===== config.mk =====
export PLATFORM = sky130hd
export DESIGN_NAME = lru_id_cache_directory_flat
export DESIGN_NICKNAME = d
export VERILOG_FILES = /design/src/rtl/lic_pkg.sv /design/src/rtl/lic_req_if.sv /design/src/rtl/lic_rsp_if.sv /design/src/rtl/lic_scan.sv /design/src/rtl/lru_id_cache_directory.sv /design/src/flat_wrapper.sv
export SDC_FILE = /design/constraint.sdc
export NUM_CORES = 1
export LEC_CHECK = 0
export ABC_AREA = 1
export BUFFER_PORTS_ARGS = -buffer_cell sky130_fd_sc_hd__buf_4
export CAP_MARGIN = 40
export CELL_PAD_IN_SITES_DETAIL_PLACEMENT = 0
export CELL_PAD_IN_SITES_GLOBAL_PLACEMENT = 2
export CORE_MARGIN = 2
export CORE_UTILIZATION = 45
export CTS_CLUSTER_SIZE = 12
export DETAILED_ROUTE_END_ITERATION = 12
export GPL_TIMING_DRIVEN = 0
export PLACE_DENSITY = 0.9
export SLEW_MARGIN = 40
export SYNTH_ARGS = -nofsm -noshare
export SYNTH_HDL_FRONTEND = slang
export SYNTH_SLANG_ARGS = --single-unit

===== constraint.sdc =====
create_clock -name clk -period 8 [get_ports clk]
set_input_delay 1.6 -clock clk [delete_from_list [all_inputs] [get_ports clk]]
set_output_delay 1.6 -clock clk [all_outputs]
set_load 0.005 [all_outputs]

===== src/rtl/lic_pkg.sv =====
// Shared types and constants for the LRU identifier cache directory.
// No dependencies; every other file imports this package.
package lic_pkg;

  localparam int ENTRIES = 16;
  localparam int IDX_W   = $clog2(ENTRIES);
  localparam int KEY_W   = 31;
  localparam int SLOT_W  = 4;

  typedef logic [IDX_W-1:0] idx_t;
  typedef logic [IDX_W-1:0] rank_t;
  typedef logic [KEY_W-1:0] key_t;
  typedef logic [IDX_W:0]   cnt_t;

  localparam logic OP_ACCESS = 1'b0;
  localparam logic OP_CLEAR  = 1'b1;

  // Tracker state of the slot scan, handed to the update step.
  typedef struct packed {
    logic  found;
    idx_t  hit_idx;
    logic  empty_found;
    idx_t  empty_idx;
    idx_t  victim_idx;
    rank_t victim_rank;
    key_t  victim_key;
  } scan_res_t;

endpackage


===== src/rtl/lic_req_if.sv =====
// Request channel of the directory: valid/ready handshake with op and key_id.
// Depends on lic_pkg.
interface lic_req_if;
  import lic_pkg::*;

  logic valid;
  logic ready;
  logic op;
  key_t key_id;

  modport source (output valid, output op, output key_id, input ready);
  modport sink   (input valid, input op, input key_id, output ready);
endinterface


===== src/rtl/lic_rsp_if.sv =====
// Response channel of the directory: valid/ready handshake with the lookup result.
// Depends on lic_pkg.
interface lic_rsp_if;
  import lic_pkg::*;

  logic              valid;
  logic              ready;
  logic              hit;
  logic [SLOT_W-1:0] slot;
  logic              evicted;
  key_t              evicted_id;

  modport source (output valid, output hit, output slot, output evicted,
                  output evicted_id, input ready);
  modport sink   (input valid, input hit, input slot, input evicted,
                  input evicted_id, output ready);
endinterface


===== src/rtl/lic_scan.sv =====
// Slot scan unit: one compare per cycle while en is high; tracks hit, first empty slot and LRU victim.
// Depends on lic_pkg.
module lic_scan (
  input  logic             clk,
  input  logic             start,
  input  logic             en,
  input  lic_pkg::idx_t    idx,
  input  logic             entry_valid,
  input  lic_pkg::key_t    entry_key,
  input  lic_pkg::rank_t   entry_rank,
  input  lic_pkg::key_t    key,
  output lic_pkg::scan_res_t res
);
  import lic_pkg::*;

  always_ff @(posedge clk) begin
    if (start) begin
      res.found       <= 1'b0;
      res.hit_idx     <= '0;
      res.empty_found <= 1'b0;
      res.empty_idx   <= '0;
      res.victim_idx  <= '0;
      res.victim_rank <= '0;
      res.victim_key  <= '0;
    end else if (en) begin
      if (entry_valid && entry_key == key && !res.found) begin
        res.found   <= 1'b1;
        res.hit_idx <= idx;
      end
      if (!entry_valid && !res.empty_found) begin
        res.empty_found <= 1'b1;
        res.empty_idx   <= idx;
      end
      // slot 0 always seeds the victim so its key is captured
      if (idx == '0 || entry_rank > res.victim_rank) begin
        res.victim_idx  <= idx;
        res.victim_rank <= entry_rank;
        res.victim_key  <= entry_key;
      end
    end
  end

endmodule


===== src/rtl/lru_id_cache_directory.sv =====
// Fully associative LRU identifier directory, ENTRIES slots.
// Access: the slot scan in ST_SCAN makes one compare per cycle over the key memory's single
// read port, and the result is registered in ST_UPDATE. Clear: result valid the cycle after
// accept. One beat in flight; ready returns the cycle after the result beat.
// Sync reset empties every slot, no clearing pass. Uses lic_pkg, lic_req_if, lic_rsp_if, lic_scan.
module lru_id_cache_directory (
  input  logic clk,
  input  logic rst,
  lic_req_if.sink   req,
  lic_rsp_if.source rsp
);
  import lic_pkg::*;

  typedef enum logic [1:0] {ST_IDLE, ST_SCAN, ST_UPDATE, ST_OUT} state_t;

  state_t    state;
  key_t      key;
  cnt_t      rd_cnt;
  logic      cmp_vld;
  idx_t      cmp_idx;
  key_t      key_rd;
  logic      scan_start;
  scan_res_t res;

  logic  [ENTRIES-1:0] slot_valid;
  rank_t               recency_rank [ENTRIES];
  key_t                slot_key     [ENTRIES];

  idx_t  target;
  rank_t hit_rank;
  logic  accept;

  assign req.ready  = (state == ST_IDLE);
  assign accept     = req.valid && req.ready;
  assign scan_start = accept;

  assign target   = res.found ? res.hit_idx :
                    (res.empty_found ? res.empty_idx : res.victim_idx);
  assign hit_rank = recency_rank[res.hit_idx];

  // key memory: one write, one registered read
  always_ff @(posedge clk) begin
    if (state == ST_UPDATE && !res.found) begin
      slot_key[target] <= key;
    end
    key_rd <= slot_key[rd_cnt[IDX_W-1:0]];
  end

  lic_scan u_scan (
    .clk         (clk),
    .start       (scan_start),
    .en          (cmp_vld),
    .idx         (cmp_idx),
    .entry_valid (slot_valid[cmp_idx]),
    .entry_key   (key_rd),
    .entry_rank  (recency_rank[cmp_idx]),
    .key         (key),
    .res         (res)
  );

  always_ff @(posedge clk) begin
    if (rst) begin
      state      <= ST_IDLE;
      rsp.valid  <= 1'b0;
      slot_valid <= '0;
      cmp_vld    <= 1'b0;
      rd_cnt     <= '0;
      for (int j = 0; j < ENTRIES; j++) begin
        recency_rank[j] <= '0;
      end
    end else begin
      case (state)
        ST_IDLE: begin
          rd_cnt  <= '0;
          cmp_vld <= 1'b0;
          if (accept) begin
            key <= req.key_id;
            if (req.op == OP_CLEAR) begin
              slot_valid     <= '0;
              for (int j = 0; j < ENTRIES; j++) begin
                recency_rank[j] <= '0;
              end
              rsp.valid      <= 1'b1;
              rsp.hit        <= 1'b0;
              rsp.slot       <= '0;
              rsp.evicted    <= 1'b0;
              rsp.evicted_id <= '0;
              state          <= ST_OUT;
            end else begin
              state <= ST_SCAN;
            end
          end
        end
        ST_SCAN: begin
          if (rd_cnt < cnt_t'(ENTRIES)) begin
            rd_cnt  <= rd_cnt + 1'b1;
            cmp_vld <= 1'b1;
            cmp_idx <= rd_cnt[IDX_W-1:0];
          end else begin
            cmp_vld <= 1'b0;
          end
          if (cmp_vld && cmp_idx == idx_t'(ENTRIES - 1)) begin
            state <= ST_UPDATE;
          end
        end
        ST_UPDATE: begin
          // on a hit only slots younger than the hit slot age
          for (int j = 0; j < ENTRIES; j++) begin
            if (idx_t'(j) == target) begin
              recency_rank[j] <= '0;
            end else if (slot_valid[j] && (!res.found || recency_rank[j] < hit_rank)) begin
              recency_rank[j] <= recency_rank[j] + 1'b1;
            end
          end
          slot_valid[target]   <= 1'b1;
          rsp.valid      <= 1'b1;
          rsp.hit        <= res.found;
          rsp.slot       <= SLOT_W'(target);
          rsp.evicted    <= !res.found && !res.empty_found;
          rsp.evicted_id <= (!res.found && !res.empty_found) ? res.victim_key : '0;
          state          <= ST_OUT;
        end
        ST_OUT: begin
          if (rsp.ready) begin
            rsp.valid <= 1'b0;
            state     <= ST_IDLE;
          end
        end
        default: state <= ST_IDLE;
      endcase
    end
  end

  // a clear beat empties every slot
  a_clear_empties: assert property (@(posedge clk) disable iff (rst)
    (accept && req.op == OP_CLEAR) |=> slot_valid == '0)
    else $error("slots not emptied after clear");

  // a hit never reports an eviction
  a_hit_no_evict: assert property (@(posedge clk) disable iff (rst)
    (rsp.valid && rsp.hit) |-> !rsp.evicted)
    else $error("hit reported an eviction");

  // the evicted identifier is zero unless an eviction happened
  a_evict_id_zero: assert property (@(posedge clk) disable iff (rst)
    (rsp.valid && !rsp.evicted) |-> rsp.evicted_id == '0)
    else $error("evicted_id set without eviction");

  // the update leaves the target slot valid
  a_target_valid: assert property (@(posedge clk) disable iff (rst)
    (state == ST_UPDATE) |=> slot_valid[$past(target)])
    else $error("target slot not valid after update");

endmodule

===== src/flat_wrapper.sv =====
// flat-port wrapper written by rule: the top's interface ports become plain ports
module lru_id_cache_directory_flat import lic_pkg::*;
  (clk, rst, req_valid, req_op, req_key_id, req_ready, rsp_valid, rsp_hit, rsp_slot, rsp_evicted, rsp_evicted_id, rsp_ready);
  lic_req_if req_i ();
  lic_rsp_if rsp_i ();
  input  logic clk;
  input  logic rst;
  input wire logic [$bits(req_i.valid)-1:0] req_valid;
  input wire logic [$bits(req_i.op)-1:0] req_op;
  input wire logic [$bits(req_i.key_id)-1:0] req_key_id;
  output wire logic [$bits(req_i.ready)-1:0] req_ready;
  output wire logic [$bits(rsp_i.valid)-1:0] rsp_valid;
  output wire logic [$bits(rsp_i.hit)-1:0] rsp_hit;
  output wire logic [$bits(rsp_i.slot)-1:0] rsp_slot;
  output wire logic [$bits(rsp_i.evicted)-1:0] rsp_evicted;
  output wire logic [$bits(rsp_i.evicted_id)-1:0] rsp_evicted_id;
  input wire logic [$bits(rsp_i.ready)-1:0] rsp_ready;
  assign req_i.valid = req_valid;
  assign req_i.op = req_op;
  assign req_i.key_id = req_key_id;
  assign req_ready = req_i.ready;
  assign rsp_valid = rsp_i.valid;
  assign rsp_hit = rsp_i.hit;
  assign rsp_slot = rsp_i.slot;
  assign rsp_evicted = rsp_i.evicted;
  assign rsp_evicted_id = rsp_i.evicted_id;
  assign rsp_i.ready = rsp_ready;
  lru_id_cache_directory u_core (.clk(clk), .rst(rst), .req(req_i), .rsp(rsp_i));
endmodule

======== Yosys cells after proc, flatten, opt, wreduce, memory -nomap -nowiden ========
Memory sizes are Yosys's and may differ from the RTL's. A register that Yosys moved wholly into a read port is not among the register bits.
Index checks and enable logic that the tools add are counted.
cells by class
  add/subtract/negate cells ............... 17
  order comparisons ....................... 21
  eq/ne operators ......................... 25
  multiplexer cells ....................... 237
  bitwise operators ....................... 50
  reduce and logical (&&, ||, !) cells .... 60
operators with widths
  operator               number
  $mux W4                55
  $mux W1                161
  $mux W31               3
  $add A4 B1 Y4 const B  16
  $lt A4 B4 Y1           16
  $pmux W31 S2           1
  $or A1 B1 Y1           48
  $eq A4 B4 Y1 const A   8
  $mux W16               2
  $pmux W16 S2           1
  $eq A31 B31 Y1         1
  $logic_and A1 B1 Y1    24
  $logic_or A1 B1 Y1     17
  $eq A3 B4 Y1 const A   4
  $or A16 B16 Y16        1
  $reduce_and A3 Y1      4
  $lt A4 B5 Y1 const B   2
  $pmux W5 S2            1
  $eq A2 B4 Y1 const A   2
  $logic_not A4 Y1       2
  $mux W2                4
  $pmux W2 S4            1
  $pmux W4 S2            1
  $reduce_and A2 Y1      4
  21 further kinds       31
storage, ports and cells
  flip-flop bits (word level) ............. 146
  memory bits (writable) .................. 560
  input port bits ......................... 36
  logic and storage cells ................. 430
  memories ................................ 2
memories
  name                 depth  width  read ports  clocked after memory_dff  wr ports  RTL line                      RTL
  u_core.slot_key      16     31     1           1                         1         lru_id_cache_directory.sv:27  key_t slot_key [ENTRIES];
  u_core.recency_rank  16     4      18          2                         16        lru_id_cache_directory.sv:26  rank_t recency_rank [ENTRIES];

======== Logic depth before layout (Yosys ltp) ========
Gate-level depths: netlist of run 1.
  depth after elaboration ................. 9
  mapped depth ............................ 19
  depth with buffers taken out ............ 17

======== Hierarchy ========
A second synthesis of run 1 with hierarchy kept.
second synthesis, totals
  cell total of the unflattened synthesis .. 2,854
  area total of the unflattened synthesis .. 31,840.5 µm²
by module, submodules not included
  module                  instances  cells an instance  area an instance (µm²)  seq. area each (µm²)
  lru_id_cache_directory  1          2,455              29,250.6                20,179.4
  lic_scan                1          399                2,590.0                 980.9

======== Worst setup path before layout of run 1 ========
OpenSTA, ideal clock, no wires.
  path type ............................... input port to flip-flop
  start ................................... input req_op
  end ..................................... register u_core.rsp.evicted (enable)
  setup time .............................. 431 ps
  data arrival time ....................... 3,440 ps
  required time ........................... 7,569 ps
  slack ................................... 4,129 ps
  stages on the path ...................... 4
  path buffers ............................ 0
  path through ............................ nor2_1 a21oi_1 nand2_1 nor2_1
between the ends
  longest elaborated chain between the ends .. 2
RTL lines
  what                         RTL line                       RTL
  from (decl)                  flat_wrapper.sv:9              input wire logic [$bits(req_i.op)-1:0] req_op;
  $ne A2 B2 Y1 (no line)       n/a
  $reduce_and A4 Y1 (no line)  n/a
  to (signal assigned)         lru_id_cache_directory.sv:119  rsp.evicted <= !res.found && !res.empty_found;
  to (decl)                    lic_rsp_if.sv:13               modport source (output valid, output hit, output slot, output evicted,
No other way between the ends.
A chain may end at the register's enable or synchronous reset.

==> results.ini, run 1 <==
[global_routing]
grt_max_degree=23
grt_use_met2=0.404
grt_usage=0.270
antenna_found_initial=3
met1_usage=0.378
grtUsageMet3=0.0766
overflow=0
grt_pass1_wl_mm=144
top_usage_layer=met2
grt_pass1_vias=21700

[synthesis]
postSynthCellCount=2655
syn-num-nets=2764
async_flop_share=0
ys.flop_type=edfxtp_1
ys_ff_latch=745
synth_edf_count=632
syn_area_um2=31800
yosys_warnings=0
syn_avg_cell_area_um2=12.0
ys_seq_area_frac=0.668
synth_cell_types=46

[drt]
wl_mm=100
drtIter0Drc=2844
ant_nets=0
drc=0
dr.pass1.iters=6
wl_per_cell_um=25.8
dr_total_vias=22600
via_per_inst=5.83

[clocking]
insertion_delay_ns=0.63
cts_made_buffers=80
root_buffer=clkbuf_16
path_clk_slew_ns=0.06
clock_sinks=745
cts_buffer_depth=3
cts_tree=yes
htreeDepth=3
cts_setup_buffers=0
postCtsHoldBufs=0
cts_resized=0

[layout]
antenna_cells=0
nFillCells=5828
multiInputGateArea_um2=9260
nets=2985
syn_to_final_growth_pct=16.4
drive_gt1_frac=0.140
fin_util=0.529
regArea_um2=21200

[sta]
finalHoldViolCount=0
relSlewSlack=0.384
drv_slew=0
period_needed_ns=4.20
fin_skew_ns=0.0427
fmax_mhz=238
worst-slew-pin-transition_ns=0.924
tns_ns=0
fin_crit_sh=0.524
rsz0062_at_grt=false
setup_viol=0

[floorplanning]
ioPinCount=75
fp.dieH_um=270
coreArea_um2=70000
die_w_um=270
initial_core_util=0.454
rows=97
fp.dieArea_um2=72800

[critical_path]
path_class=flop to flop
crit_path_end_kind=flop
r2r_slack_ns=3.80
path_max_fanout=10
required_ns=8.54
start_kind=flop
crit_arrival_ns=4.73

[placement]
place_congestion=0.951
io_buffer_count=73
hpwlAfterDp_mm=71.5

[worst_hold_path]
hp-class=flop to flop

[power]
ir_drop_mv=0.180
p_leak_uw=0.0129
power.density_nw_per_um2=314

[outcome]
status=finished, final reports clean

[flow_run]
maxCapViolCount=0

synth_stat cells, types with 5 or more instances:
cell,instances,area (um2)
nand3_1,82,410
o211ai_1,35,263
dfxtp_1,113,2260
nor3_1,13,65.1
o21ai_0,256,1280
buf_2,36,180
nor2_2,34,213
mux2i_1,92,921
xnor2_1,22,193
o22ai_1,12,75.1
inv_2,17,63.8
edfxtp_1,632,19000
nor2_1,334,1250
nand4_1,9,56.3
o221ai_1,103,902
nand2_4,11,124
clkbuf_1,98,368
o21ai_1,20,100
a21oi_1,139,696
nor3_2,12,120
o32ai_1,30,263
a31oi_1,5,31.3
nand2_1,210,788
nand2_2,13,81.3
inv_1,198,743
xor2_1,19,166
ha_1,73,913
state kept, by name, indices dropped and copies added, names as in the netlist, 4 cells and up, named ones only:
name / flops
u_core.slot_key: 496
u_core.recency_rank: 64
u_core.u_scan.res: 49
u_core.key: 31
u_core.key_rd: 31
u_core.rsp.evicted_id: 31
u_core.slot_valid: 16
u_core.rd_cnt: 5
u_core.cmp_idx: 4
u_core.rsp.slot: 4
cells in the final DEF (no fill, tap or decap), types with 12 or more instances in the layout:
cell type | netlist | layout
ha_1 | 73 | 73
dfxtp_1 | 113 | 113
nor3_2 | 12 | 18
edfxtp_1 | 632 | 632
nor2_2 | 34 | 35
xor2_1 | 19 | 19
nand3_1 | 82 | 82
buf_16 | 0 | 17
inv_2 | 17 | 20
o22ai_1 | 12 | 12
nor2_1 | 334 | 321
buf_2 | 36 | 49
o21ai_1 | 20 | 20
o221ai_1 | 103 | 103
inv_1 | 198 | 195
clkbuf_1 | 98 | 116
mux2i_1 | 92 | 92
o211ai_1 | 35 | 35
buf_4 | 1 | 101
nand2_2 | 13 | 13
a21oi_1 | 139 | 139
nand2_1 | 210 | 210
o21ai_0 | 256 | 256
clkbuf_16 | 0 | 81
nor2_4 | 0 | 12
o32ai_1 | 30 | 30
xnor2_1 | 22 | 22
kinds of logic (layout without fill, tap and decap cells):
family | after synthesis | after routing | synth area share
simple gates | 731 | 731 | 0.101
compound gates | 614 | 614 | 0.117
flops | 745 | 745 | 0.668
fa+ha+maj | 73 | 73 | 0.0287
mux | 92 | 92 | 0.0290
buf+inv | 359 | 640 | 0.0448
xor+xnor | 41 | 41 | 0.0113
through the flow:
stage                     power (uW)  hold slack (ns)  setup WS (ns)  cell area, um2  instances
after floorplan                 6740            0.406           4.13           31800       2655
after global placement          7860            0.415          0.922           33500       3668
after detailed placement        8030            0.420           3.88           34500       3733
after CTS                      11600            0.457           3.84           37000       3875
after global routing           12100            0.478           3.54           37000       3876
final                          11600            0.453           3.80           37000       3876
per-layer routing:
metal	routed length (um)	up-vias
met5	23	-
met4	3270	4
met3	11400	206
met2	43700	1266
met1	41700	11100
li1	-	10100
report_power, final:
group / switching [uW] / internal (uW) / total [uW]
Combinational: 2000 / 882 / 2880
Sequential: 407 / 4750 / 5160
Clock: 1530 / 2040 / 3570
Total: 3940 / 7670 / 11600
final cells by class:
class / count / area share
inverter: 217 / 0.0221
clock buffer: 116 / 0.0602
clock inverter: 26 / 0.00757
tap: 940 / 0.0318
timing repair buffer: 139 / 0.0380
sequential: 745 / 0.574
buffer: 142 / 0.0167
multi-input combinational: 1551 / 0.250
worst paths after layout:
| check | start | endpoint | cells after the start |
|---|---|---|---|
| worst max-delay path | flop | u_core.u_scan.res[37] | 17 |
| worst min-delay path | u_core.u_scan.res[26] | u_core.u_scan.res[26] | 2 |
| worst max register to register | flop | u_core.u_scan.res[37] | 17 |
| worst min register to register | u_core.u_scan.res[26] | u_core.u_scan.res[26] | 2 |
worst max-delay path, stage by stage (launching register included):
cell and delay (ns):
dfxtp_1 0.31, clkbuf_1 0.43, clkbuf_1 0.52, buf_2 0.37, a21oi_1 0.12, o221ai_1 0.33
nand2_1 0.10, ha_1 0.31, nand2_1 0.07, o21bai_1 0.15, nand2_1 0.05, o21ai_0 0.11
o41ai_1 0.10, nand2_1 0.31, inv_1 0.29, buf_2 0.28, o21ai_0 0.12, a21oi_1 0.15
Power figures use the tool's default switching activity.
==> run 2, diff against run 1 <==
--- a/config.mk
+++ b/config.mk
@@ -11,11 +11,11 @@
 export CELL_PAD_IN_SITES_DETAIL_PLACEMENT = 0
 export CELL_PAD_IN_SITES_GLOBAL_PLACEMENT = 2
 export CORE_MARGIN = 2
-export CORE_UTILIZATION = 45
+export CORE_UTILIZATION = 39
 export CTS_CLUSTER_SIZE = 12
 export DETAILED_ROUTE_END_ITERATION = 12
 export GPL_TIMING_DRIVEN = 0
-export PLACE_DENSITY = 0.9
+export PLACE_DENSITY = 0.83
 export SLEW_MARGIN = 40
 export SYNTH_ARGS = -nofsm -noshare
 export SYNTH_HDL_FRONTEND = slang
==> constraint.sdc (replaced) <==
create_clock -name clk -period 3.5 [get_ports clk]
set_input_delay 0.7 -clock clk [delete_from_list [all_inputs] [get_ports clk]]
set_output_delay 0.7 -clock clk [all_outputs]
set_load 0.005 [all_outputs]
==> results.ini, run 2 (same netlist as run 1, synthesis figures left out) <==
[placement]
io_buffer_count=73  ; unchanged
place_congestion=0.951  ; unchanged
hpwlAfterDp_mm=73.5  ; was 71.5 mm
place_area_um2=34600  ; was 34500 um2
dp.cells=3852  ; was 3733

[layout]
nFillCells=7255  ; was 5828
antenna_cells=0  ; unchanged
nets=2986  ; was 2985
fin_util=0.461  ; was 0.529
top_regs=u_core.slot_key x496, u_core.recency_rank x64, u_core.u_scan.res x49  ; unchanged
regMostFlops=u_core.slot_key  ; unchanged
drive_gt1_frac=0.145  ; was 0.140
fin_area_um2=37200  ; was 37000 um2
fin_cells=4000  ; was 3876
syn_to_final_growth_pct=16.9  ; was 16.4%
largest_register_ffs=496  ; unchanged
layout_commonest_cell=edfxtp_1  ; unchanged
regArea_um2=21200  ; about the same
multiInputGateArea_um2=9280  ; was 9260 um2
final_cell_mix=632 x edfxtp_1, 322 x nor2_1, 254 x o21ai_0, 209 x nand2_1, 194 x inv_1  ; was 632 x edfxtp_1, 321 x nor2_1, 256 x o21ai_0, 210 x nand2_1, 195 x inv_1

[drt]
drtIter0Drc=2845  ; was 2844
ant_nets=0  ; unchanged
wl_mm=102  ; was 100 mm
drc=0  ; unchanged
via_per_inst=5.68  ; was 5.83
wl_per_cell_um=25.6  ; was 25.8 um
dr_total_vias=22700  ; was 22600
dr.pass1.iters=7  ; was 6

[critical_path]
path_class=flop to flop  ; unchanged
crit_path_end_kind=flop  ; unchanged
crit_arrival_ns=3.61  ; was 4.73 ns
required_ns=3.79  ; was 8.54 ns
crit_end=u_core.recency_rank[3][0]  ; was u_core.u_scan.res[37]
path_max_fanout=16  ; was 10
rr_endpoint=u_core.recency_rank[3][0]  ; was u_core.u_scan.res[37]
r2r_slack_ns=0.18  ; was 3.80 ns
start_kind=flop  ; unchanged
reg2regPathDepth=15  ; was 17

[flow_run]
maxCapViolCount=0  ; unchanged

[global_routing]
antenna_found_initial=3  ; unchanged
grt_max_degree=23  ; unchanged
grt_pass1_vias=21800  ; was 21700
grt_pass1_wl_mm=146  ; was 144 mm
grt_usage=0.241  ; was 0.270
overflow=0  ; unchanged

[sta]
worst-slew-pin-transition_ns=0.941  ; was 0.924 ns
fmax_mhz=301  ; was 238 MHz
setup_viol=0  ; unchanged
finalHoldViolCount=0  ; unchanged
rsz0062_at_grt=false  ; unchanged
relSlewSlack=0.373  ; was 0.384
holdWs_ns=0.221  ; was 0.453 ns
fin_skew_ns=0.0509  ; was 0.0427 ns
fin_crit_sh=0.949  ; was 0.524
drv_slew=0  ; unchanged
period_needed_ns=3.32  ; was 4.20 ns

[clocking]
path_clk_slew_ns=0.06  ; about the same
insertion_delay_ns=0.65  ; was 0.63 ns
postCtsHoldBufs=0  ; unchanged
cts_tree=yes  ; unchanged
htreeDepth=3  ; unchanged
root_buffer=clkbuf_16  ; unchanged
cts_buffer_depth=3  ; unchanged
clock_sinks=745  ; unchanged
cts_made_buffers=80  ; unchanged

[floorplanning]
fp.dieH_um=290  ; was 270 um
rows=104  ; was 97
initial_core_util=0.394  ; was 0.454
die_w_um=290  ; was 270 um
fp.dieArea_um2=83800  ; was 72800 um2
coreArea_um2=80700  ; was 70000 um2
ioPinCount=75  ; unchanged

[power]
p_leak_uw=0.0129  ; about the same
total_power_uw=26500  ; was 11600 uW
ir_drop_mv=0.388  ; was 0.180 mV
power.density_nw_per_um2=714  ; was 314 nW/um2

[outcome]
status=finished, final reports clean  ; unchanged

[worst_hold_path]
hp-class=primary input to flop  ; was flop to flop

## run 2: per-stage QoR
step / setup TNS (ns) / worst slack (ns)
floorplan: -31.28 / -0.237
global placement: -1234.86 / -3.64
detailed placement: -21.24 / -0.707
CTS: 0 / 0.0147
global route: 0 / 0.00744
finish: 0 / 0.180
## run 2: critical path: stages, from the launching register on
cell	delay (ns)
dfxtp_1	0.38
buf_6	0.20
buf_6	0.17
clkbuf_2	0.28
o21ai_0	0.11
o21ai_0	0.31
o221ai_1	0.17
nand2_1	0.10
inv_2	0.22
ha_1	0.37
a21boi_0	0.19
o21bai_1	0.09
nand2_1	0.07
nand2_1	0.07
nand2_1	0.07
nand3_1	0.17
## run 2: how the worst min path moves through the flow
stage / startpoint / end / slack (ns) / depth (start not counted)
2_1_floorplan: u_core.rd_cnt[3] / u_core.cmp_idx[3] / 0.41 / 0
4_1_cts: req_key_id[15] / u_core.key[15] / 0.19 / 1
6_report: req_key_id[15] / u_core.key[15] / 0.22 / 1
5_1_grt: req_key_id[16] / u_core.key[16] / 0.20 / 1
3_5_place_dp: u_core.rd_cnt[3] / u_core.cmp_idx[3] / 0.43 / 0
3_3_place_gp: u_core.rd_cnt[3] / u_core.cmp_idx[3] / 0.41 / 0
## run 2: layout make-up
type / instances / share of cell area
multi-input combinational: 1551 / 0.250
timing repair buffer: 143 / 0.0366
tap: 1060 / 0.0357
inverter: 217 / 0.0221
buffer: 139 / 0.0168
clock inverter: 26 / 0.00801
clock buffer: 119 / 0.0599
sequential: 745 / 0.571
## run 2: layer usage
metal,part of all wire,GRT usage,vias to the layer above
met1,0.43,0.339,11200
met5,0,0,-
met3,0.11,0.0611,191
li1,-,-,10100
met2,0.44,0.367,1208
met4,0.027,0.0732,0
## run 2: repair_timing
| item | in CTS | in global routing |
|---|---|---|
| buffers inserted | 0 | 2 |
| pin swaps | 1 | 1 |
| endpoints found under the hold margin | 0 | 0 |
| endpoints found under the setup margin | 59 | 125 |
| resized for setup | 9 | 25 |
## run 2: where the power goes
group | total, uW | internal (uW) | switching (uW)
Sequential | 11800 | 10900 | 957
Clock | 8110 | 4600 | 3510
Combinational | 6610 | 2010 | 4590
Total | 26500 | 17500 | 9060
